--- src/rtl/core/bpoa_pkg.sv ---
// Package with the transaction types and codes of the buffer pool allocator.
`default_nettype none

package bpoa_pkg;

  // Request codes.
  localparam logic [1:0] REQ_CHECKOUT = 2'd0;
  localparam logic [1:0] REQ_CHECKIN  = 2'd1;
  localparam logic [1:0] REQ_RELEASE  = 2'd2;

  // Status codes.
  localparam logic [2:0] ST_OK           = 3'd0;
  localparam logic [2:0] ST_ALL_BUSY     = 3'd1;
  localparam logic [2:0] ST_INVALID      = 3'd2;
  localparam logic [2:0] ST_NOT_OUT      = 3'd3;
  localparam logic [2:0] ST_WRONG_OWNER  = 3'd4;
  localparam logic [2:0] ST_ALREADY_FREE = 3'd5;

  typedef struct packed {
    logic [1:0] req_type;
    logic [2:0] requester;
    logic [3:0] buffer_slot;
  } req_t;

  typedef struct packed {
    logic [2:0]  status;
    logic [3:0]  granted_slot;
    logic [4:0]  active_count;
    logic [31:0] grant_tally;
  } rsp_t;

endpackage

`default_nettype wire

--- src/rtl/core/bpoa_ram.sv ---
// Generic single-write, single-read RAM with a registered read port.
`default_nettype none

module bpoa_ram #(
  parameter int Width = 8,
  parameter int Depth = 16
) (
  input  wire logic                                  clk_i,
  input  wire logic                                  we_i,
  input  wire logic [(Depth > 1 ? $clog2(Depth) : 1)-1:0] waddr_i,
  input  wire logic [Width-1:0]                      wdata_i,
  input  wire logic                                  re_i,
  input  wire logic [(Depth > 1 ? $clog2(Depth) : 1)-1:0] raddr_i,
  output logic      [Width-1:0]                      rdata_o
);

  logic [Width-1:0] mem_q [Depth];

  always_ff @(posedge clk_i) begin
    if (we_i) begin
      mem_q[waddr_i] <= wdata_i;
    end
  end

  always_ff @(posedge clk_i) begin
    if (re_i) begin
      rdata_o <= mem_q[raddr_i];
    end
  end

endmodule

`default_nettype wire

--- src/rtl/core/buffer_pool_owner_allocator_unit.sv ---
// Top level of the buffer pool allocator: checkout, checkin and force release of slots.
//
//   channel | direction | handshake          | payload
//   --------+-----------+--------------------+---------------------------
//   in      | input     | in_valid / stall   | bpoa_pkg::req_t
//   out     | output    | out_valid / stall  | bpoa_pkg::rsp_t
//   cfg     | input     | cfg_valid / ready  | slots_in_use, 5 bits
//
// For each transaction, the accept edge reads the owner and hint RAMs,
// and the next edge evaluates the request, writes back and loads the result register.
// No new request is taken while the previous one is being evaluated.
// Reset clears the busy map, the hint valid bits, the counters and sets 16 slots in use.
// While the result register is full and stalled, no new request is accepted.
`default_nettype none

module buffer_pool_owner_allocator_unit #(
  parameter int NUM_SLOTS      = 16,
  parameter int NUM_REQUESTERS = 8
) (
  input  wire logic           clk_i,
  input  wire logic           rst_ni,
  input  wire logic           in_valid_i,
  output logic                in_stall_o,
  input  wire bpoa_pkg::req_t in_data_i,
  output logic                out_valid_o,
  input  wire logic           out_stall_i,
  output bpoa_pkg::rsp_t      out_data_o,
  input  wire logic           cfg_valid_i,
  output logic                cfg_ready_o,
  input  wire logic [4:0]     cfg_data_i
);

  import bpoa_pkg::*;

  localparam int SlotW = (NUM_SLOTS > 1) ? $clog2(NUM_SLOTS) : 1;
  localparam int ReqW  = (NUM_REQUESTERS > 1) ? $clog2(NUM_REQUESTERS) : 1;
  localparam int CntW  = $clog2(NUM_SLOTS + 1);

  logic [4:0]          cfg_q;
  logic                exec_q;
  req_t                req_q;
  logic [ReqW-1:0]     who_q;
  logic                hint_hit_q;
  logic [NUM_SLOTS-1:0]      busy_q, busy_d;
  logic [NUM_REQUESTERS-1:0] hint_set_q, hint_set_d;
  logic [CntW-1:0]     active_q, active_d;
  logic [31:0]         tally_q, tally_d;
  logic                out_valid_q;
  rsp_t                out_q;

  logic                in_acc;
  logic [6:0]          who_ext;
  logic [ReqW-1:0]     who_in;
  logic [ReqW-1:0]     owner_rd;
  logic [SlotW-1:0]    hint_rd;
  logic [SlotW-1:0]    hint;
  logic [8:0]          pool_n;
  logic                slot_busy, hint_busy, free_found;
  logic [SlotW-1:0]    free_idx, grant_idx;
  logic                grant, hint_wr, clear_slot;
  logic [2:0]          status;

  assign cfg_ready_o = 1'b1;
  assign in_stall_o  = exec_q | (out_valid_q & out_stall_i);
  assign in_acc      = in_valid_i & ~in_stall_o;

  // Requester identity folded into the configured number of requesters.
  always_comb begin
    who_ext = {4'b0, in_data_i.requester};
    for (int k = 0; k < 8; k++) begin
      if (who_ext >= 7'(NUM_REQUESTERS)) begin
        who_ext = who_ext - 7'(NUM_REQUESTERS);
      end
    end
    who_in = who_ext[ReqW-1:0];
  end

  bpoa_ram #(.Width(ReqW), .Depth(NUM_SLOTS)) u_owner_ram (
    .clk_i   (clk_i),
    .we_i    (grant),
    .waddr_i (grant_idx),
    .wdata_i (who_q),
    .re_i    (in_acc),
    .raddr_i (SlotW'(in_data_i.buffer_slot)),
    .rdata_o (owner_rd)
  );

  bpoa_ram #(.Width(SlotW), .Depth(NUM_REQUESTERS)) u_hint_ram (
    .clk_i   (clk_i),
    .we_i    (hint_wr),
    .waddr_i (who_q),
    .wdata_i (free_idx),
    .re_i    (in_acc),
    .raddr_i (who_in),
    .rdata_o (hint_rd)
  );

  // Hints never written read as slot zero.
  assign hint   = hint_hit_q ? hint_rd : '0;
  assign pool_n = (9'(cfg_q) > 9'(NUM_SLOTS)) ? 9'(NUM_SLOTS) : 9'(cfg_q);

  always_comb begin
    slot_busy  = 1'b0;
    hint_busy  = 1'b0;
    free_found = 1'b0;
    free_idx   = '0;
    for (int i = 0; i < NUM_SLOTS; i++) begin
      if (9'(i) == 9'(req_q.buffer_slot)) begin
        slot_busy = busy_q[i];
      end
      if (SlotW'(i) == hint) begin
        hint_busy = busy_q[i];
      end
    end
    for (int i = NUM_SLOTS - 1; i >= 0; i--) begin
      if (!busy_q[i] && (9'(i) < pool_n)) begin
        free_found = 1'b1;
        free_idx   = SlotW'(i);
      end
    end
  end

  always_comb begin
    status     = ST_OK;
    grant      = 1'b0;
    hint_wr    = 1'b0;
    clear_slot = 1'b0;
    grant_idx  = free_idx;
    if (exec_q) begin
      unique case (req_q.req_type)
        REQ_CHECKOUT: begin
          if ((9'(hint) < pool_n) && !hint_busy) begin
            grant     = 1'b1;
            grant_idx = hint;
          end else if (free_found) begin
            grant   = 1'b1;
            hint_wr = 1'b1;
          end else begin
            status = ST_ALL_BUSY;
          end
        end
        REQ_CHECKIN: begin
          if (9'(req_q.buffer_slot) >= pool_n) begin
            status = ST_INVALID;
          end else if (!slot_busy) begin
            status = ST_NOT_OUT;
          end else if (owner_rd != who_q) begin
            status = ST_WRONG_OWNER;
          end else begin
            clear_slot = 1'b1;
          end
        end
        REQ_RELEASE: begin
          if (9'(req_q.buffer_slot) >= pool_n) begin
            status = ST_INVALID;
          end else if (!slot_busy) begin
            status = ST_ALREADY_FREE;
          end else begin
            clear_slot = 1'b1;
          end
        end
        default: begin
          status = ST_INVALID;
        end
      endcase
    end
  end

  always_comb begin
    busy_d     = busy_q;
    hint_set_d = hint_set_q;
    active_d   = active_q;
    tally_d    = tally_q;
    for (int i = 0; i < NUM_SLOTS; i++) begin
      if (grant && (SlotW'(i) == grant_idx)) begin
        busy_d[i] = 1'b1;
      end
      if (clear_slot && (9'(i) == 9'(req_q.buffer_slot))) begin
        busy_d[i] = 1'b0;
      end
    end
    if (hint_wr) begin
      hint_set_d[who_q] = 1'b1;
    end
    if (grant) begin
      active_d = active_q + CntW'(1);
      tally_d  = tally_q + 32'd1;
    end else if (clear_slot) begin
      active_d = active_q - CntW'(1);
    end
  end

  always_ff @(posedge clk_i or negedge rst_ni) begin
    if (!rst_ni) begin
      cfg_q       <= 5'd16;
      exec_q      <= 1'b0;
      busy_q      <= '0;
      hint_set_q  <= '0;
      active_q    <= '0;
      tally_q     <= '0;
      out_valid_q <= 1'b0;
    end else begin
      if (cfg_valid_i && cfg_ready_o) begin
        cfg_q <= cfg_data_i;
      end
      exec_q     <= in_acc;
      busy_q     <= busy_d;
      hint_set_q <= hint_set_d;
      active_q   <= active_d;
      tally_q    <= tally_d;
      if (exec_q) begin
        out_valid_q <= 1'b1;
      end else if (!out_stall_i) begin
        out_valid_q <= 1'b0;
      end
    end
  end

  // Request and result payload registers.
  always_ff @(posedge clk_i) begin
    if (in_acc) begin
      req_q      <= in_data_i;
      who_q      <= who_in;
      hint_hit_q <= hint_set_q[who_in];
    end
    if (exec_q) begin
      out_q.status       <= status;
      out_q.granted_slot <= grant ? 4'(grant_idx) : 4'd0;
      out_q.active_count <= 5'(active_d);
      out_q.grant_tally  <= tally_d;
    end
  end

  assign out_valid_o = out_valid_q;
  assign out_data_o  = out_q;

`ifndef SYNTHESIS
  // The active count always matches the number of busy slots.
  assert property (@(posedge clk_i) disable iff (!rst_ni)
    32'(active_q) == 32'($countones(busy_q)))
    else $error("active count out of step with busy map");

  // An accepted transaction is evaluated in the following cycle and produces a result.
  assert property (@(posedge clk_i) disable iff (!rst_ni)
    in_acc |=> (exec_q ##1 out_valid_q))
    else $error("accepted transaction produced no result");

  // The checkout tally only moves when a transaction is evaluated.
  assert property (@(posedge clk_i) disable iff (!rst_ni)
    (tally_q != $past(tally_q)) |-> $past(exec_q))
    else $error("checkout tally changed without a transaction");

  // A result can only be granted by a checkout.
  assert property (@(posedge clk_i) disable iff (!rst_ni)
    grant |-> (exec_q && (req_q.req_type == REQ_CHECKOUT) && (status == ST_OK)))
    else $error("grant outside a successful checkout");
`endif

endmodule

`default_nettype wire

--- config.mk ---
export PLATFORM = sky130hd
export DESIGN_NAME = buffer_pool_owner_allocator_unit
export DESIGN_NICKNAME = d
export VERILOG_FILES = /design/src/rtl/core/bpoa_pkg.sv /design/src/rtl/core/bpoa_ram.sv /design/src/rtl/core/buffer_pool_owner_allocator_unit.sv
export SDC_FILE = /design/constraint.sdc
export NUM_CORES = 1
export LEC_CHECK = 0
export BUFFER_PORTS_ARGS = -buffer_cell sky130_fd_sc_hd__buf_2
export CAP_MARGIN = 10
export CELL_PAD_IN_SITES_DETAIL_PLACEMENT = 0
export CELL_PAD_IN_SITES_GLOBAL_PLACEMENT = 1
export CORE_MARGIN = 5
export CORE_UTILIZATION = 46
export DETAILED_ROUTE_END_ITERATION = 6
export PLACE_DENSITY = 0.8
export SLEW_MARGIN = 30
export SYNTH_ARGS = -nofsm -noshare
export SYNTH_HDL_FRONTEND = slang
export SYNTH_SLANG_ARGS = --single-unit
--- constraint.sdc ---
create_clock -name clk_i -period 3.3 [get_ports clk_i]
set_clock_uncertainty 0.2 [all_clocks]
set_input_delay 0.165 -clock clk_i [delete_from_list [all_inputs] [get_ports clk_i]]
set_output_delay 0.165 -clock clk_i [all_outputs]
set_load 0.02 [all_outputs]
After elaboration in Yosys (flattened, before gate mapping):

Memories as Yosys holds them, arrays and structs flattened. A register that Yosys moved wholly into a read port is not among the register bits.
Index checks and enable logic that the tools add are counted.

* bits in registers: 122
* bits in latches: 0
* bits in writable memories: 80
* ROM bits: 0
* input port bits: 19
* output and inout port bits: 47
* word-level logic and storage cells: 334
* memories: 2

* add/sub/neg operators: 3
* $mul: 0
* div/mod/pow operators: 0
* $lt $le $gt $ge: 22
* equal/unequal tests: 49
* shift operators: 0
* multiplexer cells: 136
* bitwise operators: 5
* reductions and logical operators: 87

Memories
* u_owner_ram.mem_q: words 16, width 3, read ports 1, clocked after Yosys merged registers in 1, wr ports 1, RTL line bpoa_ram.sv:17 `logic [Width-1:0] mem_q [Depth];`
* u_hint_ram.mem_q: words 8, width 4, read ports 1, clocked after Yosys merged registers in 1, wr ports 1, RTL line bpoa_ram.sv:17

Operators with widths (number)
* $mux W1: 103
* $eq A4 B4 Y1 const A: 24
* $mux W4: 20
* $logic_and A1 B1 Y1: 50
* $eq A3 B4 Y1 const A: 12
* $lt A4 B5 Y1 const A: 8
* $add A32 B1 Y32 const B: 1
* $mux W32: 1
* $reduce_bool A2 Y1: 16
* $eq A2 B4 Y1 const A: 6
* $lt A3 B5 Y1 const A: 4
* $logic_not A1 Y1: 17
* $mux W3: 5
* $mux W5: 3
* $eq A1 B4 Y1 const A: 3
* $logic_not A4 Y1: 3
* $lt A1 B5 Y1 const A: 2
* $lt A2 B5 Y1 const A: 2
* $pmux W3 S3: 1
* $lt A3 B4 Y1 const B: 2
* $or A8 B8 Y8: 1
* $add A5 B1 Y5 const B: 1
* $ge A4 B5 Y1: 1
* $gt A5 B5 Y1 const B: 1
* other kinds (14): 15

Logic depth before layout (Yosys ltp):

Gate-level depths: netlist of run 1.

* depth in word-level cells: 27
* gate-level depth with buffers: 13
* gate-level depth less buffers: 10

By module:

A second synthesis of run 1 with hierarchy kept.

* cell total of the unflattened synthesis: 695
* area total of the unflattened synthesis: 9567.9 sq um

By module, submodules not included
* buffer_pool_owner_allocator_unit: times used 1, cells each 529, area each 6115.9 sq um, sequential area each 3324.4 sq um
* bpoa_ram at u_owner_ram: times used 1, cells each 103, area each 2042.0 sq um, sequential area each 1531.5 sq um
* bpoa_ram at u_hint_ram: times used 1, cells each 63, area each 1410.1 sq um, sequential area each 1081.0 sq um

Worst setup path after synthesis of run 1:

OpenSTA, ideal clock, no wires.

* path kind: reg-to-reg
* start: register exec_q
* end: memory u_hint_ram.mem_q[0][0] in the netlist's numbering (enable)
* library setup time: 361 ps
* arrival: 2912 ps
* required time: 2739 ps
* setup slack: -174 ps
* cell stages (with the launch flop): 6
* buffers on the path: 1
* period minus slack after synthesis: 3474 ps
* cell sequence: dfrtp_1 -> nand2_1 -> a41o_2 -> or3_1 -> buf_2 -> nor3_1

* cells in the longest elaborated chain, start to end: 3

RTL lines
* start, declared: RTL line buffer_pool_owner_allocator_unit.sv:40 `logic exec_q;`
* start signal, assigned: RTL line buffer_pool_owner_allocator_unit.sv:206 `exec_q <= in_acc;`
* $mux W1: RTL line buffer_pool_owner_allocator_unit.sv:129 `if (exec_q) begin`
* $mux W1: RTL line bpoa_ram.sv:20 `if (we_i) begin`
* $mux W1 (not written as such): RTL line bpoa_ram.sv:21 `mem_q[waddr_i] <= wdata_i;`
* end, declared: RTL line bpoa_ram.sv:17

No other way between the ends.

Worst setup path after layout of run 1:

* start: register hint_hit_q
* end: memory u_owner_ram.mem_q[14][1] in the netlist's numbering (enable)

* cells in the longest elaborated chain, start to end: 25
* elaborated cells between the ends (all ways): 44
* those cells by class: order compare: 1; eq/ne: 15; mux: 25; reduce/logical: 3

RTL lines
* start, declared: RTL line buffer_pool_owner_allocator_unit.sv:43 `logic hint_hit_q;`
* start signal, assigned: RTL line buffer_pool_owner_allocator_unit.sv:224 `hint_hit_q <= hint_set_q[who_in];`
* $mux W4 *: RTL line buffer_pool_owner_allocator_unit.sv:99 `assign hint = hint_hit_q ? hint_rd : '0;`
* $logic_not A4 Y1: RTL line buffer_pool_owner_allocator_unit.sv:111 `if (SlotW'(i) == hint) begin`
* $mux W1 (16 in series): RTL line buffer_pool_owner_allocator_unit.sv:111
* $logic_not A1 Y1: RTL line buffer_pool_owner_allocator_unit.sv:132 `if ((9'(hint) < pool_n) && !hint_busy) begin`
* $logic_and A1 B1 Y1: RTL line buffer_pool_owner_allocator_unit.sv:132
* $mux W1: RTL line buffer_pool_owner_allocator_unit.sv:132
* $mux W1: RTL line buffer_pool_owner_allocator_unit.sv:130 `unique case (req_q.req_type)`
* $mux W1: RTL line buffer_pool_owner_allocator_unit.sv:129
* $mux W1: RTL line bpoa_ram.sv:20
* $mux W1 (not written as such): RTL line bpoa_ram.sv:21
* end, declared: RTL line bpoa_ram.sv:17

Mark *: on every way between the ends. The rest lies on a longest branch, timed or not.

==> results of run 1 <==
-- power by group through the flow --
stage                     clock network (mW)  registers (mW)  logic, mW
after global placement                     0            3.24       1.12
after detailed placement                   0            3.24       1.13
after CTS                               2.40            3.19       1.18
final                                   2.33            3.19       1.20
after global routing                    2.51            3.22       1.32
after floorplan                            0            3.28      0.706
-- registers in the layout (all words and copies together), names as in the netlist --
register	flops
u_owner_ram.mem_q	48
out_data_o	44
tally_q	32
u_hint_ram.mem_q	32
busy_q	16
hint_set_q	8
req_q	6
active_q	5
cfg_q	5
u_hint_ram.rdata_o	4
u_owner_ram.rdata_o	3
who_q	3
exec_q	1
hint_hit_q	1
out_valid_o	1
-- cell type report --
type,count,share of cell area (%)
Timing Repair Buffer,154,8.95
Clock buffer,30,5.05
Multi-Input combinational cell,487,32.9
Clock inverter,12,0.630
Inverter,20,0.619
Sequential cell,209,49.0
Tap cell,280,2.89
-- critical path: cells and delay by family, from the launching register on --
kind	cells	cell delay, ps
AO/OA/AOI/OAI	5	1160
buffers and inverters	2	220
AND/OR/NAND/NOR	3	650
adder cells (fa/ha/maj)	1	280
flip-flops	1	390
-- worst min-delay path by stage --
stage                       from  slack (ps)            end
floorplan                 rst_ni        -330    active_q[0]
global placement    in_data_i[7]         140       req_q[7]
detailed placement  in_data_i[7]         150       req_q[7]
CTS                       rst_ni         180     tally_q[9]
global route              rst_ni          90  hint_set_q[3]
finish                    rst_ni          30  hint_set_q[3]
-- logic make-up (layout without fill, tap and decap cells) --
family / after synthesis / after routing / synth area share (%)
simple gates: 239 / 239 / 13.1
flops: 209 / 209 / 58.9
compound gates: 157 / 157 / 12.8
buf+inv: 60 / 216 / 2.83
mux: 40 / 40 / 7.22
xor+xnor: 36 / 36 / 3.28
fa+ha+maj: 14 / 14 / 1.74
other cells: 1 / 1 / 0.0372
-- layout by cell type, fill, tap and decap left out, types with 7 or more instances in the layout --
master / netlist / layout
and3_1: 14 / 14
xnor2_1: 28 / 28
buf_2: 21 / 63
inv_1: 16 / 16
buf_4: 7 / 65
nor2_1: 66 / 48
nand2_1: 34 / 34
nor3_1: 23 / 18
ha_1: 14 / 14
o32ai_1: 11 / 11
nor2_2: 1 / 18
mux4_2: 25 / 25
a21oi_1: 22 / 22
a21o_1: 7 / 7
o211ai_1: 7 / 7
mux2_2: 11 / 11
o21bai_1: 10 / 10
dlygate4sd3_1: 0 / 23
edfxtp_1: 141 / 141
nand4_1: 16 / 16
nand2b_1: 11 / 11
o21ai_0: 18 / 17
a311oi_1: 12 / 12
dfrtp_1: 67 / 66
nand3_1: 21 / 21
clkbuf_16: 0 / 23
-- per-layer routing --
layer  GRT usage [%]  vias to the layer above  wire, µm
li1                -                     3214         -
met1            26.9                     3394     10500
met2            32.0                      242     11500
met3            3.31                       49      1650
met4            5.12                        0       568
met5               0                        -         0
-- repair_timing --
action | 4_1_cts | 5_1_grt
setup buffers | 0 | 2
resized for setup | 17 | 17
endpoints found under the setup margin | 45 | 75
hold buffers | 23 | 0
endpoints found under the hold margin | 91 | 0
pin swaps | 0 | 5
==> Implementation_results.wiki, run 1 <==
{| class="wikitable"
! Metric !! Value
|-
| Status || completed
|-
| Proportion of power drawn by flip-flops and latches || ~47%
|-
| Crit path max-delay cell type || a31oi_2
|-
| Max-slew headroom at the worst pin || between 50 and 60%
|-
| Largest net degree at the start of global routing || slightly below 70
|-
| WP data arrival || about 3200 ps
|-
| R2R cell count || 11
|-
| Layout cell share with drive strength beyond 1 || slightly below 30%
|-
| Element type at the critical path start || flop
|-
| Area of the multi-input gates || ~4000 µm²
|-
| Initial standard-cell utilization of the core || between 40 and 50%
|-
| Vias/cell || approximately 5.8
|-
| Dominant synthesized flop cell || edfxtp_1
|-
| Nets || between 900 and 1000
|-
| Placed Cells || 1125
|-
| Clock transition at the registers of the reported paths || around 60 ps
|-
| Worst setup path endpoint || u_owner_ram.mem_q[14][1]
|-
| Yosys top cell by area || edfxtp_1
|-
| Largest stage delay, worst path || between 400 and 500 ps
|-
| Violation count after the first detailed-routing iteration || ~480
|-
| Placed Area || ~11000 µm²
|-
| Remaining number of nets flagged by the antenna check after routing || 0
|-
| Class of the most critical hold timing path || input pin to async pin
|-
| Async set or reset register ratio after synthesis || ~33%
|-
| Setup crit start || hint_hit_q
|-
| Fraction of post-synthesis cell area in the top cell type by area || 42.0%
|-
| CTS Buf Count || 23
|-
| Internal power contribution || 4.84 mW
|-
| Register-to-register setup slack || roughly 130 ps
|-
| Slew at the pin closest to its max-slew limit || just under 700 ps
|-
| Vias in the first global route || ~6900
|-
| Number of synthesized flops with an enable pin || between 100 and 150
|-
| DRC violations left || 0
|-
| Most repeated cell in the gate-level netlist after synthesis || edfxtp_1
|-
| Number of cell rows || 54
|-
| Area of the mapped netlist || about 10000 µm²
|-
| Layout fillers || 1786
|-
| Switching Fraction || 28.1%
|-
| Overall routing resource usage || about a fifth
|-
| Worst flop-to-flop path startpoint || hint_hit_q
|-
| Total number of vias || around 6900
|-
| Gp weighted congestion || about 0.95
|-
| Post-synthesis net count || approximately 800
|-
| Placeable core area || roughly 22000 µm²
|-
| Worst supply voltage drop on vdd || 0.431 mV
|-
| Ordered cell list for the critical path || inv_1, nor2_2, ha_1, o21ai_0, a221oi_1, o21a_1, buf_4, a211oi_4, nand2_2, a31oi_2, nor2_1
|-
| Synth warnings || 0
|-
| Maximum fanout along the worst path || 12
|-
| Share of total power in combinational logic || 17.9%
|-
| Post-synthesis to final-layout area growth || 20.3%
|-
| Worst Hold Margin || around 32 ps
|-
| Count of boundary I/O pins || 66
|-
| Post-detailed-routing wire length || roughly 24000 µm
|-
| Placement-stage worst setup slack || -72.3 ps
|-
| Fmax || between 0.3 and 0.4 GHz
|-
| Data required time of the worst path || between 3000 and 4000 ps
|-
| Type of the worst setup path || flop to flop
|-
| Accumulated negative setup slack || 0 ps
|-
| Cell types with the largest area share after synthesis || edfxtp_1, dfrtp_1, mux4_2, nor2_1, xnor2_1
|-
| Most instantiated cells after synthesis || edfxtp_1, dfrtp_1, nor2_1
|-
| Post-DP HPWL || ~17000 µm
|-
| Hold Vio Cnt, Final || 0
|-
| Mean cell area of the mapped netlist || 13.3 µm²
|-
| Post-DR wirelength/cell || ~20 µm
|-
| Sequential cell area fraction in the yosys report || around 59%
|-
| Total overflow reported by the global router || 0
|-
| Number of H-tree levels || 1
|-
| Power dissipated by switching net loads || approximately 1.9 mW
|-
| Leakage power || around 4.5 nW
|-
| Setup-violating endpoint count in the final report || 0
|-
| Max capacitance violation total || 0
|-
| Die Outline Area || ~25000 µm²
|-
| Count of cell types in the netlist || between 80 and 90
|-
| Iteration count of the initial detailed-routing pass || 5
|-
| Cell count after synthesis || between 700 and 800
|-
| Clock latency on the worst-skew pair || about 500 ps
|-
| Non-filler cells, final || 1192
|-
| Non-Filler Cell Area, Final || between 10000 and 15000 µm²
|-
| Register bit count reported by yosys || 209
|-
| Number of antenna repair diodes || 0
|-
| Sequential Area || between 5000 and 6000 µm²
|-
| Clock network fraction of total power || between 30% and 40%
|-
| Clock tree from TritonCTS || built
|-
| Worst r2r dst || u_owner_ram.mem_q[14][1]
|-
| Power per cell area || ~560 nW/µm²
|-
| Finished Core Util || ~56%
|-
| Post-route clock period utilization || between 90% and 100%
|-
| Post-layout total power || 6.73 mW
|-
| Chip Height || approximately 160 µm
|-
| Number of port buffers || 64
|-
| Clock Tree Buf Depth || 3
|-
| Min setup slack post-route || ~130 ps
|-
| TritonCTS Sinks || around 210
|-
| First-pass GRT wire length || 37900 µm
|-
| Final critical-path required period || about 3200 ps
|-
| Clock Tree Root || clkbuf_16
|-
| Antenna violations before repair || 0
|-
| Worst setup EP type || flop
|-
| Pins over their slew limit || 0
|-
| Die span in x || ~160 µm
|}
(Power assumes the default switching activity.)
==> run 2: changes to the inputs <==
--- a/config.mk
+++ b/config.mk
@@ -9,6 +9,7 @@
 export CAP_MARGIN = 10
 export CELL_PAD_IN_SITES_DETAIL_PLACEMENT = 0
 export CELL_PAD_IN_SITES_GLOBAL_PLACEMENT = 1
+export CORE_ASPECT_RATIO = 1.1
 export CORE_MARGIN = 5
 export CORE_UTILIZATION = 46
 export DETAILED_ROUTE_END_ITERATION = 6
==> Implementation_results.wiki, run 2 (synthesis gave the netlist of run 1 again) <==
{| class="wikitable"
! Metric !! Value
|-
| Status || completed
|-
| Power per cell area || 595 nW/µm² (+7.1%)
|-
| Post-detailed-routing wire length || 24600 µm (+1.6%)
|-
| Worst setup EP type || flop
|-
| Iteration count of the initial detailed-routing pass || 5 (unchanged)
|-
| TritonCTS Sinks || 209 (unchanged)
|-
| Largest net degree at the start of global routing || 44 (-36%)
|-
| Die Outline Area || 25000 µm² (about the same)
|-
| Clock latency on the worst-skew pair || 510 ps (about the same)
|-
| Nets || 938 (+1.1%)
|-
| Accumulated negative setup slack || 0 ps (unchanged)
|-
| Post-synthesis to final-layout area growth || 25.0%
|-
| Most flop-heavy register || u_owner_ram.mem_q
|-
| Clock tree from TritonCTS || built
|-
| Post-layout total power || 7.49 mW (+11%)
|-
| Final critical-path required period || 3240 ps (+69.7 ps)
|-
| Number of H-tree levels || 1 (unchanged)
|-
| Count of boundary I/O pins || 66 (unchanged)
|-
| Top library cells by usage in the layout, fill and taps aside || edfxtp_1, buf_4, dfrtp_1
|-
| Max capacitance violation total || 0 (unchanged)
|-
| Overall routing resource usage || 19.3% (-0.048 points)
|-
| Power dissipated by switching net loads || 1.94 mW (+2.8%)
|-
| Number of antenna repair diodes || 0 (unchanged)
|-
| Proportion of power drawn by flip-flops and latches || 42.8% (-4.6 points)
|-
| Vias in the first global route || 6965 (+0.72%)
|-
| DRC violations left || 0 (unchanged)
|-
| Clock Tree Root || clkbuf_16
|-
| Pins over their slew limit || 0 (unchanged)
|-
| Violation count after the first detailed-routing iteration || 485 (+1.3%)
|-
| Worst supply voltage drop on vdd || 0.427 mV (-0.78%)
|-
| Non-Filler Cell Area, Final || 12600 µm² (+4.0%)
|-
| Number of cell rows || 56 (+3.7%)
|-
| Antenna violations before repair || 0 (unchanged)
|-
| Layout cell share with drive strength beyond 1 || 31.6% (+2.0 points)
|-
| Share of total power in combinational logic || 17.0% (-0.9 points)
|-
| Clock Tree Buf Depth || 3 (unchanged)
|-
| Post-DR wirelength/cell || 20.3 µm (about the same)
|-
| Setup repair after global routing missed its margin || true
|-
| Element type at the critical path start || flop
|-
| Internal power contribution || 5.55 mW (+15%)
|-
| Type of the worst setup path || flop to flop
|-
| Clock network fraction of total power || 40.2% (+5.5 points)
|-
| Leakage power || 4.78 nW (+5.4%)
|-
| Clock transition at the registers of the reported paths || 60 ps (about the same)
|-
| Chip Height || 165 µm (+4.6%)
|-
| Setup-violating endpoint count in the final report || 0 (unchanged)
|-
| WP data arrival || 3310 ps (+90 ps)
|-
| Maximum fanout along the worst path || 5 (-7)
|-
| Vias/cell || 5.80 (+0.26%)
|-
| Max FFs per register || 48 (unchanged)
|-
| Data required time of the worst path || 3360 ps (+20 ps)
|-
| Placeable core area || 21400 µm² (-1.1%)
|-
| Max-slew headroom at the worst pin || 49.9% (-4.1 points)
|-
| Post-DP HPWL || 17000 µm (+0.18%)
|-
| Post-route clock period utilization || 98.3% (+2.1 points)
|-
| Slew at the pin closest to its max-slew limit || 744 ps (+54.1 ps)
|-
| Total overflow reported by the global router || 0 (unchanged)
|-
| Remaining number of nets flagged by the antenna check after routing || 0 (unchanged)
|-
| Placed Area || 11000 µm² (-0.25%)
|-
| Class of the most critical hold timing path || input pin to flop
|-
| Die span in x || 151 µm (-4.4%)
|-
| Number of port buffers || 64 (unchanged)
|-
| Worst Hold Margin || 169 ps (+137 ps)
|-
| First-pass GRT wire length || 37700 µm (-0.29%)
|-
| Hold Vio Cnt, Final || 0 (unchanged)
|-
| Initial standard-cell utilization of the core || 47.0% (+0.54 points)
|-
| Layout fillers || 1724 (-3.5%)
|-
| CTS Buf Count || 23 (unchanged)
|-
| Total number of vias || 7027 (+1.9%)
|-
| Switching Fraction || 25.9% (-2.2 points)
|-
| Most frequent standard cell in the layout excluding fill and tap cells || edfxtp_1
|-
| Gp weighted congestion || 0.943 (-0.56%)
|-
| Fmax || 0.308 GHz (-2.1%)
|}
run 2: cell count changes in the layout (fill, tap and decap cells not counted), sizes merged:
cell / delta
dlygate4sd3: +2
bufinv: +9
buf: +4
clkbuf: -1
clkinv: -3
clkinvlp: +1
inv: -3
run 2: per-stage QoR:
step / instances / setup WS (ps) / util [%]
3_5_place_dp: 1130 / 0.436 / 51.5
4_1_cts: 1196 / -28.2 / 56.8
5_1_grt: 1211 / -41.8 / 58.8
2_1_floorplan: 756 / 177 / -
3_3_place_gp: 1130 / -10.6 / 51.4
6_report: 1211 / 55.7 / 58.8
run 2: path summary, 6_finish.rpt:
check                        startpoint            end  slack, ps  cells past startpoint
max                            cfg_q[4]  out_data_o[1]         60                     12
min                        in_data_i[7]       req_q[7]        170                      2
max reg2reg                    cfg_q[4]  out_data_o[1]         60                     12
min reg2reg                 tally_q[31]    tally_q[31]        270                      1
min in group asynchronous        rst_ni      busy_q[8]        480                      3
max in group asynchronous        rst_ni     tally_q[9]       1010                      4
run 2: timing repair:
item | CTS | global route
gates resized for setup | 2 | 47
pin swaps | 0 | 21
hold endpoints to repair | 71 | 0
cloned | 0 | 5
hold buffers | 25 | 0
endpoints found under the setup margin | 14 | 99
setup buffers | 0 | 10
run 2: area by class of cell:
cell class	instances	area (µm²)	share of cell area (%)
Clock buffer	25	583	4.63
Timing Repair Buffer	164	1260	10.0
Sequential cell	209	5940	47.1
Inverter	20	78.8	0.625
Clock inverter	16	319	2.53
Multi-Input combinational cell	487	4060	32.2
Tap cell	290	363	2.88
run 2: worst max-delay path, cell delays in order (launching register included):
cell	delay, ps
dfstp_2	560
clkinvlp_4	130
nand2_2	120
ha_4	200
o21ai_2	130
a221oi_2	70
o21a_1	240
a211o_4	360
buf_12	150
o21ai_4	180
buf_12	160
clkbuf_16	140
mux2_2	330
run 2: metal layers:
metal,GRT usage (%),vias to the layer above,routed length [µm]
met2,33.7,247,12500
met4,7.91,0,980
met3,3.44,70,1420
met5,0,-,0
met1,23.8,3475,9670
li1,-,3235,-
run 2: power groups by stage:
stage / clock (mW) / sequential (mW) / combinational, mW
floorplan: 0 / 3.28 / 0.706
detailed placement: 0 / 3.25 / 1.11
global route: 3.20 / 3.23 / 1.38
CTS: 3.07 / 3.20 / 1.15
finish: 3.01 / 3.21 / 1.27
global placement: 0 / 3.25 / 1.10
==> run 3: changes to the inputs <==
--- a/config.mk
+++ b/config.mk
@@ -11,10 +11,11 @@
 export CELL_PAD_IN_SITES_GLOBAL_PLACEMENT = 1
 export CORE_ASPECT_RATIO = 1.1
 export CORE_MARGIN = 5
-export CORE_UTILIZATION = 46
+export CORE_UTILIZATION = 45
 export DETAILED_ROUTE_END_ITERATION = 6
-export PLACE_DENSITY = 0.8
+export PLACE_DENSITY = 0.78
 export SLEW_MARGIN = 30
 export SYNTH_ARGS = -nofsm -noshare
 export SYNTH_HDL_FRONTEND = slang
+export SYNTH_HIERARCHICAL = 1
 export SYNTH_SLANG_ARGS = --single-unit
==> Implementation_results.wiki, run 3 <==
{| class="wikitable"
! Metric !! Value
|-
| Layout fillers || 1701 (-1.3%)
|-
| Violation count after the first detailed-routing iteration || 337 (-31%)
|-
| Fmax || 0.309 GHz (+0.39%)
|-
| Antenna violations before repair || 0 (unchanged)
|-
| Crit path max-delay cell type || or4_4
|-
| Status || completed
|-
| Worst Hold Margin || 2.40 ps (-166 ps)
|-
| Max-slew headroom at the worst pin || 57.8% (+7.9 points)
|-
| Worst supply voltage drop on vdd || 0.527 mV (+23%)
|-
| TritonCTS Sinks || 209 (unchanged)
|-
| Most frequent standard cell in the layout excluding fill and tap cells || edfxtp_1
|-
| Post-route clock period utilization || 97.9% (-0.38 points)
|-
| Sequential cell area fraction in the yosys report || 62.1% (+3.2 points)
|-
| Post-synthesis net count || 728 (-7.7%)
|-
| Fraction of post-synthesis cell area in the top cell type by area || 44.3% (+2.2 points)
|-
| Clock transition at the registers of the reported paths || 60 ps (about the same)
|-
| Worst flop-to-flop path startpoint || hint_hit_q
|-
| Family with the most delay on the worst path || simple AND/OR/NAND/NOR gates
|-
| Setup-violating endpoint count in the final report || 0 (unchanged)
|-
| Die span in x || 149 µm (-1.4%)
|-
| Remaining number of nets flagged by the antenna check after routing || 0 (unchanged)
|-
| Top library cells by usage in the layout, fill and taps aside || edfxtp_1, buf_4, dfrtp_1, buf_2, nand2_1
|-
| Area of the multi-input gates || 3590 µm² (-12%)
|-
| Post-DR wirelength/cell || 19.6 µm (-3.7%)
|-
| Min setup slack post-route || 68.3 ps (+12.5 ps)
|-
| Pins over their slew limit || 0 (unchanged)
|-
| Register bit count reported by yosys || 209 (unchanged)
|-
| Number of synthesized flops with an enable pin || 141 (unchanged)
|-
| Clock latency on the worst-skew pair || 520 ps (about the same)
|-
| Worst r2r dst || u_owner_ram/mem_q[0][2]
|-
| Clock Tree Root || clkbuf_16
|-
| Total overflow reported by the global router || 0 (unchanged)
|-
| Vias/cell || 5.47 (-5.8%)
|-
| Worst path bufs/invs || 0 (-4)
|-
| Most instantiated cells after synthesis || edfxtp_1, dfrtp_1, nor2_1
|-
| Number of antenna repair diodes || 0 (unchanged)
|-
| Number of cell rows || 56 (unchanged)
|-
| Multiplexer area fraction after synthesis || 8.77% (+1.6 points)
|-
| Vias in the first global route || 6592 (-5.4%)
|-
| WP data arrival || 3240 ps (-70 ps)
|-
| Cell count after synthesis || 695 (-8.1%)
|-
| Number of port buffers || 64 (unchanged)
|-
| Simple logic cell fraction of the synthesized area || 12.5% (-0.68 points)
|-
| Element type at the critical path start || flop
|-
| Most flop-heavy register || u_owner_ram/mem_q
|-
| Initial standard-cell utilization of the core || 45.2% (-1.8 points)
|-
| Count of cell types in the netlist || 77 (-11%)
|-
| Mean cell area of the mapped netlist || 13.8 µm² (+3.3%)
|-
| Number of H-tree levels || 1 (unchanged)
|-
| Largest stage delay, worst path || 490 ps (-70 ps)
|-
| Ordered cell list for the critical path || and2_4, ha_4, or4_4, a21oi_4, nand3_2, nor2_4, mux2_4, or3b_4, nor3_4
|-
| Area of the mapped netlist || 9570 µm² (-5.1%)
|-
| Cell types with the largest area share after synthesis || edfxtp_1, dfrtp_1, mux4_1, xnor2_1, nor2_1
|-
| First-pass GRT wire length || 36100 µm (-4.3%)
|-
| Gp weighted congestion || 0.931 (-1.3%)
|-
| R2R cell count || 9 (-3)
|-
| Clock Tree Buf Depth || 3 (unchanged)
|-
| Slew at the pin closest to its max-slew limit || 633 ps (-111 ps)
|-
| Die Outline Area || 24300 µm² (-2.8%)
|-
| Chip Height || 163 µm (-1.4%)
|-
| Layout cell share with drive strength beyond 1 || 29.6% (-2.0 points)
|-
| Register-to-register setup slack || 70 ps (about the same)
|-
| Data required time of the worst path || 3300 ps (-60 ps)
|-
| Synth warnings || 6 (+6)
|-
| Largest net degree at the start of global routing || 48 (+9.1%)
|-
| Post-layout total power || 7.09 mW (-5.3%)
|-
| Placed Area || 10700 µm² (-2.9%)
|-
| Iteration count of the initial detailed-routing pass || 4 (-1)
|-
| Most repeated cell in the gate-level netlist after synthesis || edfxtp_1
|-
| Sequential Area || 5940 µm² (about the same)
|-
| Nets || 886 (-5.5%)
|-
| Worst setup EP type || flop
|-
| Dominant synthesized flop cell || edfxtp_1
|-
| Synthesized-area fraction occupied by ao, oa, aoi and oai cells || 8.81% (-4.0 points)
|-
| Post-synthesis to final-layout area growth || 24.5%
|-
| Async set or reset register ratio after synthesis || 32.5% (unchanged)
|-
| Post-DP HPWL || 16100 µm (-5.1%)
|-
| Max capacitance violation total || 0 (unchanged)
|-
| Area share of xor/xnor cells in the synthesized design || 3.48% (+0.20 points)
|-
| Placement-stage worst setup slack || -21.6 ps (-22.1 ps)
|-
| Accumulated negative setup slack || 0 ps (unchanged)
|-
| Final critical-path required period || 3230 ps (-12.5 ps)
|-
| Leakage power || 4.53 nW (-5.2%)
|-
| Hold Vio Cnt, Final || 0 (unchanged)
|-
| Type of the worst setup path || flop to flop
|-
| CTS Buf Count || 23 (unchanged)
|-
| DRC violations left || 0 (unchanged)
|-
| Post-detailed-routing wire length || 22700 µm (-7.9%)
|-
| Max FFs per register || 48 (unchanged)
|-
| Class of the most critical hold timing path || input pin to async pin
|-
| Setup repair after global routing missed its margin || true
|-
| Maximum fanout along the worst path || 6 (+1)
|-
| Area share of fa/ha/maj cells after synthesis || 1.83% (+0.093 points)
|-
| Count of boundary I/O pins || 66 (unchanged)
|-
| Overall routing resource usage || 18.8% (-0.52 points)
|-
| Non-Filler Cell Area, Final || 11900 µm² (-5.5%)
|-
| Dominant combinational cell family by area after synthesis || simple AND/OR/NAND/NOR gates
|-
| Placeable core area || 21200 µm² (-1.3%)
|-
| Clock tree from TritonCTS || built
|-
| Total number of vias || 6336 (-9.8%)
|-
| Yosys top cell by area || edfxtp_1
|-
| Power per cell area || 596 nW/µm² (+0.16%)
|}
run 3: cell count changes in the layout (fill, tap and decap cells not counted), moves of 6 or more:
cell,change
mux4_2,-16
mux4_1,+16
a311oi_1,-11
o22ai_1,+6
nor2_2,-7
nor2_1,-10
nor3_1,-6
a31oi_1,+7
nor2_4,+7
nand2_1,+14
o32ai_1,-10
and3_1,-12
run 3: area by class of cell:
type                            count  area share [%]
Multi-Input combinational cell    440            30.1
Clock buffer                       32            5.54
Timing Repair Buffer              157            9.32
Inverter                           22           0.735
Tap cell                          290            3.05
Sequential cell                   209            49.9
Clock inverter                      9            1.36
run 3: repair_timing:
| item | in CTS | in global routing |
|---|---|---|
| endpoints found under the setup margin | 17 | 125 |
| hold buffers | 24 | 0 |
| gates resized for setup | 4 | 28 |
| setup buffers | 0 | 3 |
| hold endpoints to repair | 92 | 0 |
| pin swaps | 0 | 7 |
run 3: metal layers:
layer	up-vias	part of all wire, %	global-route usage [%]
met5	-	0	0
met4	0	3.3	6.45
met3	50	4.9	2.87
met2	179	50	32.5
met1	3137	42	24.4
li1	2970	-	-
run 3: logic make-up (layout without fill, tap and decap cells):
kind of cell	count (synthesis)	in the layout
and+or+nand+nor	225	225
buffers and inverters	46	220
adders and majority gates	14	14
xor gates and xnor gates	38	38
other	1	1
muxes	44	44
DFF	209	209
AOI/OAI and AO/OA	118	118
run 3: worst max path at each step:
stage	to	from	cells after the start	slack (ps)
floorplan	u_owner_ram/mem_q[0][0]	u_hint_ram/rdata_o[1]	11	-90
global route	out_data_o[35]	cfg_q[0]	12	-50
detailed placement	out_data_o[35]	cfg_q[0]	12	-20
finish	u_owner_ram/mem_q[0][2]	hint_hit_q	9	70
global placement	busy_q[13]	cfg_q[0]	14	20
CTS	u_owner_ram/mem_q[15][1]	cfg_q[1]	11	6
run 3: metrics by stage:
stage	cells	util, %
after floorplan	695	-
after global placement	1091	50.6
after detailed placement	1091	50.6
after CTS	1156	55.7
after global routing	1159	56.3
final	1159	56.3
run 3: power breakdown:
part	internal, mW	switching [mW]	leakage (nW)
Sequential	3.04	0.170	2.20
Clock	1.71	1.02	0.402
Combinational	0.481	0.667	1.92
Total	5.24	1.86	4.53
